===== config.mk =====
export PLATFORM = sky130hd
export DESIGN_NAME = imf_sequencer
export DESIGN_NICKNAME = d
export VERILOG_FILES = /design/src/rtl/core/imf_pkg.sv /design/src/rtl/core/imf_sequencer.sv
export SDC_FILE = /design/constraint.sdc
export NUM_CORES = 1
export LEC_CHECK = 0
export BUFFER_PORTS_ARGS = -buffer_cell sky130_fd_sc_hd__buf_2
export CAP_MARGIN = 20
export CORE_AREA = 2 2 39 41
export DETAILED_ROUTE_END_ITERATION = 6
export DIE_AREA = 0 0 41 43
export HOLD_SLACK_MARGIN = 0.08
export PLACE_DENSITY_LB_ADDON = 0.08
export RECOVER_POWER = 50
export SLEW_MARGIN = 10
export SYNTH_ARGS = -nofsm -noshare
export SYNTH_HDL_FRONTEND = slang
export SYNTH_SLANG_ARGS = --single-unit

===== constraint.sdc =====
create_clock -name clk -period 1.3 [get_ports clk]
set_input_delay 0.26 -clock clk [delete_from_list [all_inputs] [get_ports clk]]
set_output_delay 0.26 -clock clk [all_outputs]
set_load 0.05 [all_outputs]

===== src/rtl/core/imf_pkg.sv =====
// ----------------------------------------------------------------------------
// imf_pkg
// shared widths, codes, control word layout and microcode program of the
// metropolis spin-flip engine
// ----------------------------------------------------------------------------
`default_nettype none

package imf_pkg;

    localparam int SIDE_DEFAULT = 64;

    localparam int ROW_W        = 6;
    localparam int COORD_VALUES = 2 ** ROW_W;
    localparam int FRAC_W       = 32;
    localparam int DE_W         = 5;
    localparam int MAG_W        = 14;
    localparam int EN_W         = 15;
    localparam int CFG_DATA_W   = 32;
    localparam int CFG_IDX_W    = 2;

    localparam logic CMD_LOAD    = 1'b0;
    localparam logic CMD_ATTEMPT = 1'b1;

    localparam logic [CFG_IDX_W-1:0] CFG_LEVEL_4  = 2'd0;
    localparam logic [CFG_IDX_W-1:0] CFG_LEVEL_8  = 2'd1;
    localparam logic [CFG_IDX_W-1:0] CFG_COUPLING = 2'd2;

    typedef logic [2:0] step_t;

    localparam step_t STEP_WAIT   = 3'd0;
    localparam step_t STEP_SITE   = 3'd1;
    localparam step_t STEP_WEST   = 3'd2;
    localparam step_t STEP_EAST   = 3'd3;
    localparam step_t STEP_NORTH  = 3'd4;
    localparam step_t STEP_SOUTH  = 3'd5;
    localparam step_t STEP_COMMIT = 3'd6;

    typedef enum logic [2:0] {
        SEL_SITE,
        SEL_WEST,
        SEL_EAST,
        SEL_NORTH,
        SEL_SOUTH
    } addr_sel_t;

    typedef enum logic [1:0] {
        COND_ALWAYS,
        COND_ITEM,
        COND_OUT
    } cond_t;

    typedef struct packed {
        addr_sel_t addr_sel;
        logic      cap_site;
        logic      acc_nb;
        logic      commit;
        cond_t     cond;
        step_t     next_step;
    } ctrl_t;

    function automatic ctrl_t microcode(input step_t step);
        ctrl_t w;
        w = '{addr_sel: SEL_SITE, cap_site: 1'b0, acc_nb: 1'b0, commit: 1'b0,
              cond: COND_ITEM, next_step: STEP_SITE};
        case (step)
            STEP_WAIT:
            begin
                w.cond      = COND_ITEM;
                w.next_step = STEP_SITE;
            end
            STEP_SITE:
            begin
                w.cond      = COND_ALWAYS;
                w.next_step = STEP_WEST;
            end
            STEP_WEST:
            begin
                w.addr_sel  = SEL_WEST;
                w.cap_site  = 1'b1;
                w.cond      = COND_ALWAYS;
                w.next_step = STEP_EAST;
            end
            STEP_EAST:
            begin
                w.addr_sel  = SEL_EAST;
                w.acc_nb    = 1'b1;
                w.cond      = COND_ALWAYS;
                w.next_step = STEP_NORTH;
            end
            STEP_NORTH:
            begin
                w.addr_sel  = SEL_NORTH;
                w.acc_nb    = 1'b1;
                w.cond      = COND_ALWAYS;
                w.next_step = STEP_SOUTH;
            end
            STEP_SOUTH:
            begin
                w.addr_sel  = SEL_SOUTH;
                w.acc_nb    = 1'b1;
                w.cond      = COND_ALWAYS;
                w.next_step = STEP_COMMIT;
            end
            STEP_COMMIT:
            begin
                w.addr_sel  = SEL_SITE;
                w.commit    = 1'b1;
                w.cond      = COND_OUT;
                w.next_step = STEP_WAIT;
            end
            default:
            begin
                w.cond      = COND_ALWAYS;
                w.next_step = STEP_WAIT;
            end
        endcase
        return w;
    endfunction

endpackage

`default_nettype wire


===== src/rtl/core/imf_sequencer.sv =====
// ----------------------------------------------------------------------------
// imf_sequencer
// step counter over the microcode table, with held steps for the input
// beat and for a free result slot
// ----------------------------------------------------------------------------
`default_nettype none

module imf_sequencer (
    input  wire logic           clk,
    input  wire logic           rst_n,
    input  wire logic           item_taken,
    input  wire logic           out_free,
    output imf_pkg::ctrl_t      ctrl
);

    imf_pkg::step_t step_reg;
    imf_pkg::step_t step_next;

    always_comb
    begin
        ctrl = imf_pkg::microcode(step_reg);
    end

    always_comb
    begin
        case (ctrl.cond)
            imf_pkg::COND_ALWAYS: step_next = ctrl.next_step;
            imf_pkg::COND_ITEM:   step_next = item_taken ? ctrl.next_step : step_reg;
            imf_pkg::COND_OUT:    step_next = out_free ? ctrl.next_step : step_reg;
            default:              step_next = imf_pkg::STEP_WAIT;
        endcase
    end

    always_ff @(posedge clk or negedge rst_n)
    begin
        if (!rst_n)
        begin
            step_reg <= imf_pkg::STEP_WAIT;
        end
        else
        begin
            step_reg <= step_next;
        end
    end

endmodule

`default_nettype wire


==> key figures <==
Outcome
  • Outcome: complete, but fails checks
  • Failing checks: negative setup slack

Floorplan
  • Starting Density: 17.7%
  • # IOs: 15
  • Vert. Die Dim: ~43 um
  • Die X: 41 um
  • CORE AREA: 1380 um2
  • DIE AREA: 1760 um2
  • Num rows: 14

Critical path
  • CP Launch Type: flip-flop
  • Critical path endpoint: ctrl[8]
  • CP cell instances: nand2b_4, a21oi_2, buf_6
  • Kind of critical path: reg -> out
  • Worst EP required: 1.04 ns
  • R2r startpoint: step_reg[1]$_DFFE_PN0P_
  • Crit end category: output pin
  • Worst path slowest cell: dfrtp_2
  • Crit path arrival time: 1.19 ns
  • Worst Reg-to-Reg Cells: 3
  • FF-to-FF setup slack: 0.19 ns
  • Critical path fanouts, max: 6
  • Worst Setup SP: step_reg[1]$_DFFE_PN0P_
  • R2r endpoint: step_reg[0]$_DFFE_PN0P_
  • Crit-path max cell delay: 0.44 ns

Global route
  • Largest net degree at the start of global routing: 8
  • GRT Resource Usage Total: 12.0%
  • Initial antenna violation count: 0
  • GRT overflow: 0
  • Vias in the first global route: 311
  • First-pass GRT wire length: 1370 um

Timing
  • Final setup margin: -0.147 ns
  • Final setup violation count: 11
  • Tmin final: 1.45 ns
  • Skew final: between 0.009 and 0.01 ns
  • Final worst-path cycle share: 111%
  • Final hold vios: 0
  • Worst slew pin tran: 0.188 ns
  • Rel. slew slack: 87.5%
  • Fmax: 691 MHz
  • RSZ-0062 raised after global routing: yes
  • Max Transition Viols Final: 0

Detailed routing
  • Vias per cell: 4.01
  • Vias post-DR: 301
  • Drt total wl: 816 um
  • DR pass1 iterations: 2
  • WL/cell: roughly 11 um
  • Final ANT Viol Nets: 0
  • DRC: 0
  • DR iter-0 viols: 5

Clock network
  • Clk sink count: 3
  • H-tree depth: 1
  • CTS tree: yes
  • Root Driver: clkbuf_4
  • CTS Buf Count: 3
  • CTS max path bufs: 2
  • Clk pin slew, worst setup/hold paths: about 0.040 ns
  • Worst skew pair latency: ~0.24 ns

Synthesis
  • Synthesized Nets: 32
  • Mapped cell area: approximately 250 um2
  • Syn avg cell area: 8.76 um2
  • Mux share of post-synthesis cell area: 0%
  • Mapped Cells: 28
  • Adder-cell share of the synthesized area: 0%
  • Yosys warning total: 0
  • Register bit count reported by yosys: 3
  • Xor and xnor fraction of the mapped netlist area: 0%
  • Share of the yosys chip area belonging to registers: 30.6%
  • Post-Synth Simple-Gate Area: 33.7%
  • Synth Area in Compound Gates: 24.5%
  • Yosys cell types: 19
  • Main combinational cell family by area after synthesis: simple AND/OR/NAND/NOR gates

Final layout
  • Fraction of final layout cells sized beyond drive strength 1: 79.7%
  • # nets final: 64
  • P&R area growth vs syn: 153%
  • Filler instances: between 100 and 150
  • # diodes: 0
  • Max reg flops: 3

Flow run
  • Max cap viols: 0

Min path
  • Hold Crit Class: in -> reg

Place
  • Final Wtd Congestion: 0.667
  • Port Buffers: 14
  • Pre-CTS setup slack: -0.0280 ns
  • DP HPWL: roughly 560 um
per-layer routing:
layer,vias up,routed length [um],global-route usage [%]
li1,156,-,-
met1,134,362,14.8
met2,11,410,15.0
met3,0,42,6.81
met4,0,0,8.00
met5,-,0,0
critical path, delay by kind of cell (launching register included):
kind | cells | cell delay [ns]
flops | 1 | 0.44
simple gates | 1 | 0.18
buf+inv | 1 | 0.17
compound gates | 1 | 0.15
Yosys cell counts, drive strengths merged:
| cell | count | area, um2 |
|---|---|---|
| nor2 | 2 | 7.51 |
| nand2 | 2 | 7.51 |
| o31a | 1 | 8.76 |
| nor3 | 1 | 5.00 |
| inv | 1 | 3.75 |
| o21ai | 4 | 20.0 |
| a21bo | 1 | 10.0 |
| and3 | 2 | 12.5 |
| a21oi | 2 | 21.3 |
| buf | 3 | 23.8 |
| nand2b | 4 | 32.5 |
| dfrtp | 3 | 75.1 |
| and2 | 1 | 6.26 |
| nand3b | 1 | 11.3 |
cells by family after synthesis:
logic type / count (synthesis)
flops: 3
simple gates: 13
buf+inv: 4
compound gates: 8
cell usage in the layout (no fill, tap or decap):
| cell type | count |
|---|---|
| a21bo_1 | 1 |
| a21oi_2 | 1 |
| a21oi_4 | 1 |
| and2_1 | 1 |
| and3_4 | 2 |
| buf_2 | 2 |
| buf_4 | 9 |
| buf_6 | 15 |
| buf_8 | 2 |
| clkbuf_1 | 2 |
| clkbuf_4 | 3 |
| dfrtp_2 | 3 |
| dlygate4sd3_1 | 1 |
| inv_2 | 1 |
| nand2_1 | 2 |
| nand2b_1 | 2 |
| nand2b_4 | 2 |
| nand3b_4 | 1 |
| nor2_2 | 1 |
| nor2_4 | 1 |
| nor3_4 | 1 |
| o21ai_0 | 1 |
| o21ai_1 | 1 |
| o21ai_2 | 2 |
| o31a_1 | 1 |
cell type report:
cell class	count	area [um2]	share of cell area, %
inverters	1	3.75	0.605
clock buffers	4	26.3	4.23
multi-input cells	21	201	32.5
well taps	16	20.0	3.23
repair buffers	30	290	46.8
flip-flops and latches	3	78.8	12.7
stage by stage:
| stage | cells | setup TNS (ns) | hold slack, ns | util, % | instance area, um2 |
|---|---|---|---|---|---|
| 4_1_cts | 72 | -1.47 | 0.229 | 41.1 | 569 |
| 6_report | 75 | -1.17 | 0.234 | 44.8 | 621 |
| 3_5_place_dp | 66 | -0.0586 | 0.0654 | 30.5 | 422 |
| 2_1_floorplan | 28 | -0.638 | -0.0356 | - | 273 |
| 3_3_place_gp | 66 | -0.0456 | 0.0609 | 30.5 | 422 |
| 5_1_grt | 75 | -1.71 | 0.223 | 44.8 | 621 |
worst min path at each step:
stage	startpoint	slack (ns)	endpoint	cells after the start
finish	item_taken	0.23	step_reg[0]$_DFFE_PN0P_	2
global route	item_taken	0.22	step_reg[0]$_DFFE_PN0P_	2
CTS	item_taken	0.23	step_reg[0]$_DFFE_PN0P_	2
detailed placement	rst_n	0.07	step_reg[2]$_DFFE_PN0P_	1
global placement	rst_n	0.06	step_reg[0]$_DFFE_PN0P_	1
floorplan	rst_n	-0.04	step_reg[0]$_DFFE_PN0P_	0
repair_timing:
| item | in CTS | in global routing |
|---|---|---|
| hold buffers | 1 | 0 |
| pin swaps | 2 | 2 |
| hold endpoints to repair | 3 | 0 |
| setup endpoints to repair | 11 | 11 |
| buffers inserted | 1 | 3 |
| gates resized for setup | 33 | 7 |
Power is left out: the tool's default activity adds up to more than one toggle a clock period on the data nets, which glitch-free logic cannot reach.
